==> config.mk <==
export PLATFORM = sky130hd
export DESIGN_NAME = cigar_string_parser_unit
export DESIGN_NICKNAME = d
export VERILOG_FILES = /design/src/rtl/core/csp_pkg.sv /design/src/rtl/core/cigar_string_parser_unit.sv /design/src/rtl/core/csp_front.sv /design/src/rtl/core/csp_queue.sv /design/src/rtl/core/csp_back.sv
export SDC_FILE = /design/constraint.sdc
export NUM_CORES = 1
export LEC_CHECK = 0
export ABC_CLOCK_PERIOD_IN_PS = 13000
export BUFFER_PORTS_ARGS = -buffer_cell sky130_fd_sc_hd__buf_2
export CELL_PAD_IN_SITES_DETAIL_PLACEMENT = 1
export CELL_PAD_IN_SITES_GLOBAL_PLACEMENT = 1
export CORE_ASPECT_RATIO = 0.7
export CORE_MARGIN = 2
export CORE_UTILIZATION = 40
export DETAILED_ROUTE_END_ITERATION = 8
export HOLD_SLACK_MARGIN = 0.08
export PLACE_DENSITY_LB_ADDON = 0.1
export SKIP_LAST_GASP = 1
export SYNTH_ARGS = -nofsm -noshare
export SYNTH_HDL_FRONTEND = slang
export SYNTH_SLANG_ARGS = --single-unit
==> constraint.sdc <==
create_clock -name clk -period 13 [get_ports clk]
set_input_delay 0.65 -clock clk [delete_from_list [all_inputs] [get_ports clk]]
set_output_delay 0.65 -clock clk [all_outputs]
set_load 0.01 [all_outputs]
==> src/rtl/core/csp_pkg.sv <==
// Shared types and constants of the CIGAR string parser.
`default_nettype none
package csp_pkg;

	localparam int LENGTH_BITS = 32;
	localparam int QUEUE_DEPTH = 2;

	localparam logic [7:0] CHAR_M = 8'h4D;
	localparam logic [7:0] CHAR_X = 8'h58;
	localparam logic [7:0] CHAR_I = 8'h49;
	localparam logic [7:0] CHAR_D = 8'h44;

	typedef enum logic [1:0] {
		OP_M = 2'd0,
		OP_X = 2'd1,
		OP_I = 2'd2,
		OP_D = 2'd3
	} op_kind_t;

	typedef enum logic [1:0] {
		ST_OK         = 2'd0,
		ST_NO_LENGTH  = 2'd1,
		ST_BAD_LETTER = 2'd2,
		ST_NO_CLOSE   = 2'd3
	} status_t;

	typedef struct packed {
		logic [7:0] symbol;
		logic       end_mark;
	} sym_word_t;

	typedef struct packed {
		logic                   is_summary;
		op_kind_t               op_kind;
		logic [LENGTH_BITS-1:0] op_length;
		logic [LENGTH_BITS-1:0] reference_total;
		logic [LENGTH_BITS-1:0] alternate_total;
		status_t                status;
	} res_word_t;

	// Command passed from the front to the back through the queue.
	typedef struct packed {
		logic                   is_summary;
		op_kind_t               op_kind;
		logic [LENGTH_BITS-1:0] op_length;
		status_t                status;
	} cmd_t;

endpackage
`default_nettype wire

==> src/rtl/core/cigar_string_parser_unit.sv <==
// Top level of the CIGAR string parser.
`default_nettype none
// The parser takes one ASCII character per word on the sym channel, at one
// word per clock cycle as long as the command queue has room, and ends each
// string with a word whose end_mark is set. Digits build a length that
// saturates at all ones; each M, X, I or D letter then yields one result
// word carrying the operation, its length and the running reference and
// alternate totals (already including it). The end word yields a summary
// word with the totals and the status, and returns the parser to its reset
// state for the next string. After the first error (a letter with no
// length, an unknown letter, or a length left open at the end) characters
// are dropped until the end word. Characters that yield no result go no
// further than the front end. A result takes this path to the res channel:
// the front decodes and pushes into a two-entry queue at the accept edge, and
// the back end pops one command per cycle, while its output register is empty
// or the res channel takes it, into that register, so a stalled res channel
// fills the queue before sym_ready drops.
module cigar_string_parser_unit import csp_pkg::*; (
	input  wire logic      clk,
	input  wire logic      arst_n,
	input  wire logic      sym_valid,
	output logic           sym_ready,
	input  wire sym_word_t sym_word,
	output logic           res_valid,
	input  wire logic      res_ready,
	output res_word_t      res_word
);

	logic cmd_push;
	cmd_t cmd_in;
	logic cmd_pop;
	logic queue_full;
	logic queue_not_empty;
	cmd_t cmd_head;

	// Front: classify each character, hold the length and error state.
	csp_front u_front (
		.clk        (clk),
		.arst_n     (arst_n),
		.sym_valid  (sym_valid),
		.sym_ready  (sym_ready),
		.sym_word   (sym_word),
		.queue_full (queue_full),
		.cmd_push   (cmd_push),
		.cmd_word   (cmd_in)
	);

	// Queue: decouple the character side from a stalled result side.
	csp_queue u_queue (
		.clk       (clk),
		.arst_n    (arst_n),
		.push      (cmd_push),
		.push_word (cmd_in),
		.pop       (cmd_pop),
		.full      (queue_full),
		.not_empty (queue_not_empty),
		.head_word (cmd_head)
	);

	// Back: advance the totals and register each result word.
	csp_back u_back (
		.clk       (clk),
		.arst_n    (arst_n),
		.cmd_ready (queue_not_empty),
		.cmd_word  (cmd_head),
		.cmd_pop   (cmd_pop),
		.res_valid (res_valid),
		.res_ready (res_ready),
		.res_word  (res_word)
	);

endmodule
`default_nettype wire

==> src/rtl/core/csp_front.sv <==
// Front end: takes characters, builds lengths, tracks errors, issues commands.
`default_nettype none
module csp_front import csp_pkg::*; (
	input  wire logic      clk,
	input  wire logic      arst_n,
	input  wire logic      sym_valid,
	output logic           sym_ready,
	input  wire sym_word_t sym_word,
	input  wire logic      queue_full,
	output logic           cmd_push,
	output cmd_t           cmd_word
);

	logic [LENGTH_BITS-1:0] acc_q;
	logic                   digits_q;
	status_t                error_q;

	logic                   accept;
	logic                   is_digit;
	logic                   known;
	op_kind_t               kind;
	logic [LENGTH_BITS+3:0] acc_next_wide;
	logic [LENGTH_BITS-1:0] acc_next;

	assign sym_ready = !queue_full;
	assign accept    = sym_valid && sym_ready;
	assign is_digit  = sym_word.symbol inside {[8'h30:8'h39]};

	always_comb begin
		known = 1'b1;
		kind  = OP_M;
		case (sym_word.symbol)
			CHAR_M:  kind = OP_M;
			CHAR_X:  kind = OP_X;
			CHAR_I:  kind = OP_I;
			CHAR_D:  kind = OP_D;
			default: known = 1'b0;
		endcase
	end

	// acc * 10 + digit, saturated when it spills past the length width
	always_comb begin
		acc_next_wide = {1'b0, acc_q, 3'b000} + {3'b000, acc_q, 1'b0}
			+ {{LENGTH_BITS{1'b0}}, sym_word.symbol[3:0]};
		if (acc_next_wide[LENGTH_BITS+3:LENGTH_BITS] != 4'd0) begin
			acc_next = {LENGTH_BITS{1'b1}};
		end else begin
			acc_next = acc_next_wide[LENGTH_BITS-1:0];
		end
	end

	always_comb begin
		cmd_push            = 1'b0;
		cmd_word.is_summary = 1'b0;
		cmd_word.op_kind    = kind;
		cmd_word.op_length  = acc_q;
		cmd_word.status     = ST_OK;
		if (accept) begin
			if (sym_word.end_mark) begin
				cmd_push            = 1'b1;
				cmd_word.is_summary = 1'b1;
				cmd_word.op_kind    = OP_M;
				cmd_word.op_length  = '0;
				if (error_q == ST_OK && digits_q) begin
					cmd_word.status = ST_NO_CLOSE;
				end else begin
					cmd_word.status = error_q;
				end
			end else if (error_q == ST_OK && !is_digit && digits_q && known) begin
				cmd_push = 1'b1;
			end
		end
	end

	always_ff @(posedge clk or negedge arst_n) begin
		if (!arst_n) begin
			acc_q    <= '0;
			digits_q <= 1'b0;
			error_q  <= ST_OK;
		end else if (accept) begin
			if (sym_word.end_mark) begin
				acc_q    <= '0;
				digits_q <= 1'b0;
				error_q  <= ST_OK;
			end else if (error_q == ST_OK) begin
				if (is_digit) begin
					acc_q    <= acc_next;
					digits_q <= 1'b1;
				end else if (!digits_q) begin
					error_q <= ST_NO_LENGTH;
				end else begin
					acc_q    <= '0;
					digits_q <= 1'b0;
					if (!known) begin
						error_q <= ST_BAD_LETTER;
					end
				end
			end
		end
	end

endmodule
`default_nettype wire

==> src/rtl/core/csp_queue.sv <==
// Short command queue between the front and the back.
`default_nettype none
module csp_queue import csp_pkg::*; (
	input  wire logic clk,
	input  wire logic arst_n,
	input  wire logic push,
	input  wire cmd_t push_word,
	input  wire logic pop,
	output logic      full,
	output logic      not_empty,
	output cmd_t      head_word
);

	localparam int PTR_BITS = (QUEUE_DEPTH > 1) ? $clog2(QUEUE_DEPTH) : 1;
	localparam int CNT_BITS = $clog2(QUEUE_DEPTH + 1);

	cmd_t                mem_q [QUEUE_DEPTH];
	logic [PTR_BITS-1:0] wr_ptr_q;
	logic [PTR_BITS-1:0] rd_ptr_q;
	logic [CNT_BITS-1:0] count_q;

	assign full      = (count_q == CNT_BITS'(QUEUE_DEPTH));
	assign not_empty = (count_q != '0);
	assign head_word = mem_q[rd_ptr_q];

	always_ff @(posedge clk) begin
		if (push) begin
			mem_q[wr_ptr_q] <= push_word;
		end
	end

	always_ff @(posedge clk or negedge arst_n) begin
		if (!arst_n) begin
			wr_ptr_q <= '0;
			rd_ptr_q <= '0;
			count_q  <= '0;
		end else begin
			if (push) begin
				wr_ptr_q <= (wr_ptr_q == PTR_BITS'(QUEUE_DEPTH - 1)) ? '0
					: wr_ptr_q + 1'b1;
			end
			if (pop) begin
				rd_ptr_q <= (rd_ptr_q == PTR_BITS'(QUEUE_DEPTH - 1)) ? '0
					: rd_ptr_q + 1'b1;
			end
			case ({push, pop})
				2'b10:   count_q <= count_q + 1'b1;
				2'b01:   count_q <= count_q - 1'b1;
				default: count_q <= count_q;
			endcase
		end
	end

endmodule
`default_nettype wire

==> src/rtl/core/csp_back.sv <==
// Back end: keeps the running totals and drives the result register.
`default_nettype none
module csp_back import csp_pkg::*; (
	input  wire logic clk,
	input  wire logic arst_n,
	input  wire logic cmd_ready,
	input  wire cmd_t cmd_word,
	output logic      cmd_pop,
	output logic      res_valid,
	input  wire logic res_ready,
	output res_word_t res_word
);

	logic [LENGTH_BITS-1:0] ref_sum_q;
	logic [LENGTH_BITS-1:0] alt_sum_q;
	logic                   valid_q;
	res_word_t              res_q;

	logic [LENGTH_BITS:0]   ref_add;
	logic [LENGTH_BITS:0]   alt_add;
	logic [LENGTH_BITS-1:0] ref_new;
	logic [LENGTH_BITS-1:0] alt_new;

	assign res_valid = valid_q;
	assign res_word  = res_q;
	assign cmd_pop   = cmd_ready && (!valid_q || res_ready);

	// saturating adds; I leaves the reference total alone, D the alternate
	always_comb begin
		ref_add = {1'b0, ref_sum_q} + {1'b0, cmd_word.op_length};
		alt_add = {1'b0, alt_sum_q} + {1'b0, cmd_word.op_length};
		ref_new = ref_add[LENGTH_BITS] ? {LENGTH_BITS{1'b1}} : ref_add[LENGTH_BITS-1:0];
		alt_new = alt_add[LENGTH_BITS] ? {LENGTH_BITS{1'b1}} : alt_add[LENGTH_BITS-1:0];
		if (cmd_word.op_kind == OP_I) begin
			ref_new = ref_sum_q;
		end
		if (cmd_word.op_kind == OP_D) begin
			alt_new = alt_sum_q;
		end
	end

	always_ff @(posedge clk or negedge arst_n) begin
		if (!arst_n) begin
			valid_q   <= 1'b0;
			ref_sum_q <= '0;
			alt_sum_q <= '0;
		end else if (cmd_pop) begin
			valid_q <= 1'b1;
			if (cmd_word.is_summary) begin
				ref_sum_q <= '0;
				alt_sum_q <= '0;
			end else begin
				ref_sum_q <= ref_new;
				alt_sum_q <= alt_new;
			end
		end else if (res_ready) begin
			valid_q <= 1'b0;
		end
	end

	always_ff @(posedge clk) begin
		if (cmd_pop) begin
			res_q.is_summary <= cmd_word.is_summary;
			res_q.op_kind    <= cmd_word.op_kind;
			res_q.op_length  <= cmd_word.op_length;
			res_q.status     <= cmd_word.status;
			if (cmd_word.is_summary) begin
				res_q.reference_total <= ref_sum_q;
				res_q.alternate_total <= alt_sum_q;
			end else begin
				res_q.reference_total <= ref_new;
				res_q.alternate_total <= alt_new;
			end
		end
	end

endmodule
`default_nettype wire

==> flow_metrics.tcl, run 1 <==
set metrics [dict create \
    worst-endpoint-arrival_ns 5.18 \
    htreeDepth 1 \
    dpl.hpwl_um 37600 \
    worst_pin_slew_ns 1.20 \
    pin_count 116 \
    syn_inst 1465 \
    ant_nets 0 \
    antenna_found_initial 5 \
    rows 61 \
    cp-start-kind "flip-flop" \
    hold_buffers 0 \
    hold_class "input port to asynchronous set/reset pin" \
    outcome "finished clean" \
    place_congestion 0.904 \
    p_int_w 0.00296 \
    pwr-share-comb_pct 55.8 \
    layout_min_cycle_time_ns 4.88 \
    dieWidth_um 246 \
    final_util_pct 45.9 \
    period_share_pct 37.5 \
    ys_seq_area_share_pct 48.1 \
    grt_pass1_vias 12300 \
    core_area_um2 40000 \
    powerDensity_nw_per_um2 293 \
    clk_latency_ns 0.57 \
    dp_slack_ns 8.16 \
    skew_ns 0.0207 \
    ys_async_sr_fraction_pct 37.3 \
    port_buffers 115 \
    synth_seq_cells 279 \
    routed-via-count 12500 \
    antenna_cells 0 \
    path_max_fanout 37 \
    drt_iter0_drc 996 \
    swShare_pct 44.9 \
    synth_edf_count 175 \
    power.switching_w 0.00241 \
    postCtsSetupBuffers 0 \
    drv_slew 0 \
    setup_tns_ns 0 \
    crit_type "flip-flop to flip-flop" \
    syn_nets 1610 \
    wl_um 51100 \
    final_cells 2109 \
    p_clk_share_pct 15.2 \
    cp.required_ns 13.30 \
    drcViolationCount 0 \
    drive_gt1_share_pct 16.1 \
    p_leak_nw 7.70 \
    finalHoldViolCount 0 \
    rsz0062_at_grt "false" \
    p_seq_share_pct 29.0 \
    fin_ws_ns 8.12 \
    critical_path.endpoint_type "flip-flop" \
    overflow 0 \
    slew-limit-headroom_pct 19.7 \
    grt_usage_pct 23.9 \
    maxCapViolCount 0 \
    yosysUniqueCellTypes 71 \
    postSynthAreaPerCell_um2 11.2 \
    fp.dieH_um 173 \
    cts-resized-gates 0 \
    clockBufferDepth 3 \
    vdd_drop_max_mv 0.139 \
    finalSetupViolCount 0 \
    syn-cell-area_um2 16300 \
    routedWlPerCell_um 24.2 \
    grt_pass1_wl_um 78300 \
    clk_pin_slew_ns 0.07 \
    die-area_um2 42500 \
    area_delta_synth_final_pct 12.3 \
    dr.pass1.iters 7 \
    cts_sinks 279 \
    grt_max_degree 54 \
    max_freq_mhz 205 \
    place_inst 2057 \
    nets 1697 \
    cts-root-buf "clkbuf_16" \
    ys.flop_type "edfxtp_1" \
    yosysWarnings 0 \
    start_util_pct 40.9 \
    cts_tree "yes" \
    routed_via_density 5.92 \
    cts_buffers 28 \
]
[worst paths after layout]
check                                  endpoint  cells past startpoint             start  slack (ns)
setup / recovery            u_back.res_word[16]                     12  u_queue.rd_ptr_q        8.12
hold / removal               u_queue.count_q[0]                      1            arst_n        0.13
setup reg to reg            u_back.res_word[16]                     12  u_queue.rd_ptr_q        8.12
hold reg to reg                u_back.res_valid                      2  u_back.res_valid        0.50
max in group asynchronous  u_back.alt_sum_q[28]                      2            arst_n       11.56
min in group clk               u_back.res_valid                      3         res_ready        0.35
[state kept, by name (all words and copies together) (netlist names)]
name	count
u_back.alt_sum_q	32
u_back.res_valid	1
u_queue.wr_ptr_q	1
u_queue.rd_ptr_q	1
u_back.res_word	101
u_queue.mem_q	74
u_front.acc_q	32
u_front.error_q	2
u_back.ref_sum_q	32
u_front.digits_q	1
u_queue.count_q	2
[layout make-up]
cell class / count / area (µm²)
Multi-Input combinational cell: 1074 / 8070
Inverter: 41 / 156
Fill cell: 4334 / 21600
Tap cell: 535 / 669
Clock inverter: 15 / 118
Timing Repair Buffer: 128 / 676
Clock buffer: 37 / 796
Sequential cell: 279 / 7860
[worst max-delay path: stages (launching register included)]
cell and delay, ns:
dfrtp_1 0.35, buf_4 0.46, mux2_2 0.54, ha_1 0.51, a21o_1 0.22, a21oi_1 0.19, o21ai_0 0.16, a21oi_1 0.17
nand3_1 0.18, a31o_1 0.29, a211o_1 0.56, or2_1 0.64, o22a_1 0.31
[layer usage]
metal	routed length (µm)	track usage [%]	vias to the layer above	part of all wire [%]
met2	21100	33.8	278	41
met3	2900	4.59	49	5.7
met1	26300	38.0	6367	51
met5	14	0	-	0.027
met4	819	3.96	2	1.6
li1	-	-	5798	-
[placed cells by master (no fill, tap or decap), drive strengths merged, types with 43 or more instances in the layout]
| cell | instances |
|---|---|
| xnor2 | 58 |
| buf | 128 |
| o22a | 43 |
| a21oi | 121 |
| o221a | 43 |
| dfrtp | 104 |
| nand2 | 65 |
| ha | 128 |
| o21ai | 80 |
| edfxtp | 175 |
| nor2 | 108 |
[cell usage after synthesis (all sizes together), types with 20 or more instances]
cell type  count  area share [%]
xnor2         58             3.1
and2          36             1.4
nand2         65             1.5
nand4         21            0.80
a221o         33             2.0
dfrtp        104              16
edfxtp       175              32
mux2          34             2.3
buf           20            0.68
o221a         43             3.0
a21oi        121             3.7
nor2         108             2.5
a31oi         20            0.77
a21o          41             1.9
ha           128             9.8
o21ai         80             2.5
clkbuf        51             1.2
inv           41            0.94
o22a          43             2.3
xor2          29             1.6
[power by group through the flow]
stage	sequential, W	clock, W	combinational [W]
final	0.00156	0.000819	0.00300
after global routing	0.00159	0.000868	0.00328
after CTS	0.00156	0.000836	0.00298
after global placement	0.00156	0	0.00292
after detailed placement	0.00157	0	0.00296
after floorplan	0.00160	0	0.00199
[cells by family (layout without fill, tap and decap cells)]
family                   count (synthesis)  count (layout)  synth area share [%]
flip-flops                             279             279                  48.1
AND/OR/NAND/NOR                        330             330                  9.86
adder cells (fa/ha/maj)                132             132                  10.3
multiplexers                            40              40                  2.71
buffers and inverters                  112             221                  2.79
AO/OA/AOI/OAI                          485             485                  21.6
XOR/XNOR                                87              87                  4.66
[metrics by stage]
| stage | hold WS (ns) | area, µm² | total power (W) |
|---|---|---|---|
| finish | 0.127 | 18300 | 0.00537 |
| global placement | 0.479 | 17400 | 0.00449 |
| CTS | 0.153 | 18300 | 0.00537 |
| floorplan | 0.354 | 16300 | 0.00359 |
| global route | 0.176 | 18300 | 0.00574 |
| detailed placement | 0.496 | 17400 | 0.00453 |
Power figures use the tool's default switching activity.
==> run 2, diff against run 1 <==
--- a/config.mk
+++ b/config.mk
@@ -5,7 +5,7 @@
 export SDC_FILE = /design/constraint.sdc
 export NUM_CORES = 1
 export LEC_CHECK = 0
-export ABC_CLOCK_PERIOD_IN_PS = 13000
+export ABC_CLOCK_PERIOD_IN_PS = 5000
 export BUFFER_PORTS_ARGS = -buffer_cell sky130_fd_sc_hd__buf_2
 export CELL_PAD_IN_SITES_DETAIL_PLACEMENT = 1
 export CELL_PAD_IN_SITES_GLOBAL_PLACEMENT = 1
==> constraint.sdc (replaced) <==
create_clock -name clk -period 5 [get_ports clk]
set_input_delay 0.25 -clock clk [delete_from_list [all_inputs] [get_ports clk]]
set_output_delay 0.25 -clock clk [all_outputs]
set_load 0.01 [all_outputs]
==> flow_metrics.tcl, run 2 (same netlist as run 1, synthesis figures left out) <==
set metrics [dict create \
    outcome "finished clean" \
    critical_path.endpoint_type "flip-flop" \
    start_util_pct 40.9 \
    worst-endpoint-arrival_ns 5.04 \
    drt_iter0_drc 1024 \
    dr.pass1.iters 5 \
    cp-start-kind "flip-flop" \
    grt_pass1_vias 12700 \
    grt_usage_pct 24.2 \
    cp.required_ns 5.30 \
    hold_class "input port to flip-flop" \
    die-area_um2 42500 \
    fp.dieH_um 173 \
    largest_reg_flops 101 \
    maxCapViolCount 0 \
    pin_count 116 \
    area_delta_synth_final_pct 13.2 \
    clk_latency_ns 0.56 \
    grt_pass1_wl_um 79600 \
    rows 61 \
    p_int_w 0.00788 \
    drv_slew 0 \
    p_clk_share_pct 15.8 \
    postCtsSetupBuffers 0 \
    ant_nets 0 \
    p_seq_share_pct 29.1 \
    routedWlPerCell_um 24.4 \
    overflow 0 \
    clockBufferDepth 3 \
    port_buffers 115 \
    cts_tree "yes" \
    path_max_fanout 29 \
    p_leak_nw 7.79 \
    period_share_pct 94.8 \
    dieWidth_um 246 \
    finalHoldViolCount 0 \
    layout_min_cycle_time_ns 4.74 \
    cts-root-buf "clkbuf_16" \
    cts_buffers 28 \
    place_congestion 0.923 \
    whs_ns 0.104 \
    core_area_um2 40000 \
    skew_ns 0.0182 \
    htreeDepth 1 \
    swShare_pct 44.3 \
    powerDensity_nw_per_um2 765 \
    rsz0062_at_grt "false" \
    cts_sinks 279 \
    clk_pin_slew_ns 0.06 \
    finalSetupViolCount 0 \
    mostFrequentLayoutCells "edfxtp_1 (175), ha_1 (128), a21oi_1 (120), buf_2 (114), dfrtp_1 (104)" \
    pwr-share-comb_pct 55.1 \
    drcViolationCount 0 \
    antenna_cells 0 \
    crit_type "flip-flop to flip-flop" \
    max_freq_mhz 211 \
    setup_tns_ns 0 \
    routed-via-count 12700 \
    vdd_drop_max_mv 0.366 \
    worst_pin_slew_ns 1.21 \
    grt_max_degree 71 \
    antenna_found_initial 2 \
    layout_commonest_cell "edfxtp_1" \
    slew-limit-headroom_pct 19.5 \
    routed_via_density 5.97 \
    wl_um 51800 \
    drive_gt1_share_pct 16.3 \
    dpl.hpwl_um 38400 \
    nets 1708 \
    power.switching_w 0.00627 \
]
[run 2: routing by layer]
layer | up-vias | share of wire [%] | wire length, µm | GRT usage (%)
met1 | 6453 | 50 | 26100 | 38.1
met5 | - | 0 | 0 | 0
met3 | 55 | 6.4 | 3340 | 4.24
met2 | 340 | 41 | 21400 | 34.7
li1 | 5814 | - | - | -
met4 | 0 | 1.8 | 928 | 4.32
[run 2: area by class of cell]
type	instances	area, µm²
clock buffer	44	873
clock inverter	8	100
fill	4315	21500
inverter	41	156
multi-input combinational	1074	8060
sequential	279	7860
tap	535	669
timing repair buffer	139	771
[run 2: what timing repair did]
action,4_1_cts,5_1_grt
endpoints found under the hold margin,74,0
gates resized for setup,0,2
hold buffers,5,0
endpoints found under the setup margin,0,32
[run 2: path summary, 6_finish.rpt]
check,start,to,slack (ns),cells after the start
worst min-delay path,sym_word[2],u_front.acc_q[1],0.10,3
worst max register to register,u_queue.rd_ptr_q,u_back.res_word[25],0.26,12
worst max-delay path,u_queue.rd_ptr_q,u_back.res_word[25],0.26,12
min in group asynchronous,arst_n,u_front.error_q[1],0.39,2
max in group asynchronous,arst_n,u_back.ref_sum_q[29],3.39,3
worst min register to register,u_back.res_valid,u_back.res_valid,0.49,2
[run 2: power by group through the flow]
stage,registers [W],logic (W),clock network [W]
2_1_floorplan,0.00416,0.00515,0
3_3_place_gp,0.00415,0.00756,0
3_5_place_dp,0.00414,0.00767,0
4_1_cts,0.00411,0.00774,0.00227
5_1_grt,0.00419,0.00850,0.00237
6_report,0.00411,0.00779,0.00224
[run 2: per-stage QoR]
step	util, %	power (W)	cells	cell area [µm²]	setup slack, ns
floorplan	-	0.00931	1465	16300	0.0970
global placement	43.7	0.0117	2063	17500	0.352
detailed placement	43.7	0.0118	2063	17500	0.201
CTS	46.2	0.0141	2120	18500	0.149
global route	46.2	0.0151	2120	18500	0.0309
finish	46.2	0.0141	2120	18500	0.259
[run 2: critical path, cell delays in order (launching register included)]
cell,delay [ns]
dfrtp_1,0.49
buf_4,0.44
mux2_2,0.43
ha_1,0.38
a21o_1,0.18
a21oi_1,0.23
a211oi_1,0.21
o21ai_1,0.19
nand3_1,0.20
a31o_1,0.28
a211o_1,0.58
or2_2,0.59
o22a_1,0.25
==> run 3, diff against run 2 <==
--- a/config.mk
+++ b/config.mk
@@ -7,6 +7,7 @@
 export LEC_CHECK = 0
 export ABC_CLOCK_PERIOD_IN_PS = 5000
 export BUFFER_PORTS_ARGS = -buffer_cell sky130_fd_sc_hd__buf_2
+export CAP_MARGIN = 40
 export CELL_PAD_IN_SITES_DETAIL_PLACEMENT = 1
 export CELL_PAD_IN_SITES_GLOBAL_PLACEMENT = 1
 export CORE_ASPECT_RATIO = 0.7
@@ -14,7 +15,7 @@
 export CORE_UTILIZATION = 40
 export DETAILED_ROUTE_END_ITERATION = 8
 export HOLD_SLACK_MARGIN = 0.08
-export PLACE_DENSITY_LB_ADDON = 0.1
+export PLACE_DENSITY = 0.71
 export SKIP_LAST_GASP = 1
 export SYNTH_ARGS = -nofsm -noshare
 export SYNTH_HDL_FRONTEND = slang
==> flow_metrics.tcl, run 3 (same netlist as run 1, synthesis figures left out) <==
set metrics [dict create \
    outcome "finished clean" \
    drt_iter0_drc 1014 \
    crit_path_max_incr_delay_ns 0.67 \
    grt_pass1_vias 13000 \
    grt_pass1_wl_um 79600 \
    postCtsSetupBuffers 0 \
    layout_min_cycle_time_ns 4.66 \
    nets 1717 \
    critical_path.endpoint_type "flip-flop" \
    cts_tree "yes" \
    core_area_um2 40000 \
    die-area_um2 42500 \
    final_util_pct 46.7 \
    routedWlPerCell_um 24.0 \
    drive_gt1_share_pct 16.7 \
    r2r-start "u_queue.rd_ptr_q" \
    area_delta_synth_final_pct 14.4 \
    dr.pass1.iters 5 \
    largest_reg_flops 101 \
    mostFrequentLayoutCells "edfxtp_1 (175), ha_1 (128), a21oi_1 (120), buf_2 (116), dfrtp_1 (104)" \
    port_buffers 115 \
    cp.required_ns 5.42 \
    wl_um 51200 \
    cp-start-kind "flip-flop" \
    min_path_cells 4 \
    worst_pin_slew_ns 0.928 \
    clockBufferDepth 3 \
    seqCellArea_um2 7860 \
    max_freq_mhz 215 \
    critPathBufInv 3 \
    maxCapViolCount 0 \
    cts_buffers 29 \
    rrSetupSlack_ns 0.34 \
    dpl.hpwl_um 38200 \
    setup_tns_ns 0 \
    overflow 0 \
    clk_latency_ns 0.58 \
    skew_ns 0.0207 \
    antenna_found_initial 5 \
    slew-limit-headroom_pct 38.0 \
    routed_via_density 6.02 \
    hold_class "input port to flip-flop" \
    crit_type "flip-flop to flip-flop" \
    grt_usage_pct 24.0 \
    cp_top_family "simple AND/OR/NAND/NOR gates" \
    layout_commonest_cell "edfxtp_1" \
    clk_pin_slew_ns 0.07 \
    fp.dieH_um 173 \
    finalHoldViolCount 0 \
    grt_max_degree 62 \
    finalSetupViolCount 0 \
    powerDensity_nw_per_um2 770 \
    reg2reg_to "u_back.res_word[53]" \
    drcViolationCount 0 \
    start_util_pct 40.9 \
    multiInputGateArea_um2 8070 \
    worstHoldStart "sym_word[8]" \
    place_congestion 0.932 \
    crit_chain "buf_12, buf_4, mux2_2, ha_1, nand4_1, or3_1, o311ai_1, or3_1, and4b_1, o32a_1, buf_4, o22a_1" \
    cts_sinks 279 \
    htreeDepth 1 \
    vdd_drop_max_mv 0.376 \
    n_fill_cell 4313 \
    dieWidth_um 246 \
    p_leak_nw 7.88 \
    hold_end "u_queue.mem_q[0][34]" \
    ant_nets 0 \
    drv_slew 0 \
    path_max_fanout 23 \
    rsz0062_at_grt "false" \
    cp_slowest_cell "dfrtp_1" \
    pin_count 116 \
    reg2regPathDepth 12 \
    period_share_pct 93.2 \
    worst-endpoint-arrival_ns 5.08 \
    cts-root-buf "clkbuf_16" \
    rows 61 \
    routed-via-count 12800 \
]
-- run 3: cell count changes in the layout (fill, tap and decap cells not counted), sizes merged --
cell	previous run	this run
clkinv	2	12
bufinv	2	5
buf	134	141
diode	0	1
dlygate4sd3	5	6
clkbuf	44	32
inv	43	44
-- run 3: final cells by class --
type	count	share of cell area [%]
multi-input cells	1074	43.1
flip-flops and latches	279	42.0
repair buffers	147	5.10
clock buffers	32	3.94
well taps	535	3.58
clock inverters	22	1.36
inverters	41	0.837
diodes	1	0.0134
-- run 3: power by group --
group	internal [W]	total, W	switching (W)
registers	0.00356	0.00415	0.000591
logic	0.00309	0.00794	0.00486
clock network	0.00133	0.00229	0.000965
total	0.00797	0.0144	0.00641
-- run 3: routing by layer --
metal	routed length, µm	part of all wire [%]	GRT usage (%)
met1	24000	47	35.5
met2	22100	43	35.6
met3	4000	7.8	5.42
met4	1130	2.2	5.73
met5	9	0.018	0
-- run 3: stage by stage --
| step | area, µm² | hold slack, ns | total power [W] | setup WS (ns) | cells |
|---|---|---|---|---|---|
| final | 18700 | 0.135 | 0.0144 | 0.342 | 2131 |
| after global routing | 18700 | 0.161 | 0.0153 | 0.154 | 2130 |
| after CTS | 18700 | 0.128 | 0.0143 | 0.254 | 2130 |
| after detailed placement | 17600 | 0.261 | 0.0119 | 0.301 | 2070 |
| after global placement | 17500 | 0.266 | 0.0117 | 0.452 | 2061 |
| after floorplan | 16300 | -0.0456 | 0.00931 | 0.0970 | 1465 |
-- run 3: worst max-delay path by stage --
| stage | from | to | slack (ns) | depth (start not counted) |
|---|---|---|---|---|
| after floorplan | u_queue.count_q[0] | u_queue.count_q[1] | 0.1 | 7 |
| after global placement | u_queue.rd_ptr_q | u_back.res_word[30] | 0.45 | 13 |
| after detailed placement | u_queue.rd_ptr_q | u_back.alt_sum_q[6] | 0.30 | 13 |
| after CTS | u_queue.rd_ptr_q | u_back.alt_sum_q[6] | 0.25 | 13 |
| after global routing | u_queue.rd_ptr_q | u_back.alt_sum_q[6] | 0.15 | 13 |
| final | u_queue.rd_ptr_q | u_back.res_word[53] | 0.34 | 12 |
-- run 3: worst min-delay path, delay by kind of cell --
family                 cells  cell delay [ns]
AND/OR/NAND/NOR            3             0.21
buffers and inverters      1             0.09
-- run 3: what timing repair did --
| item | CTS | global route |
|---|---|---|
| gates resized for setup | 0 | 2 |
| setup endpoints to repair | 0 | 32 |
| endpoints found under the hold margin | 47 | 0 |
| hold buffers | 6 | 0 |
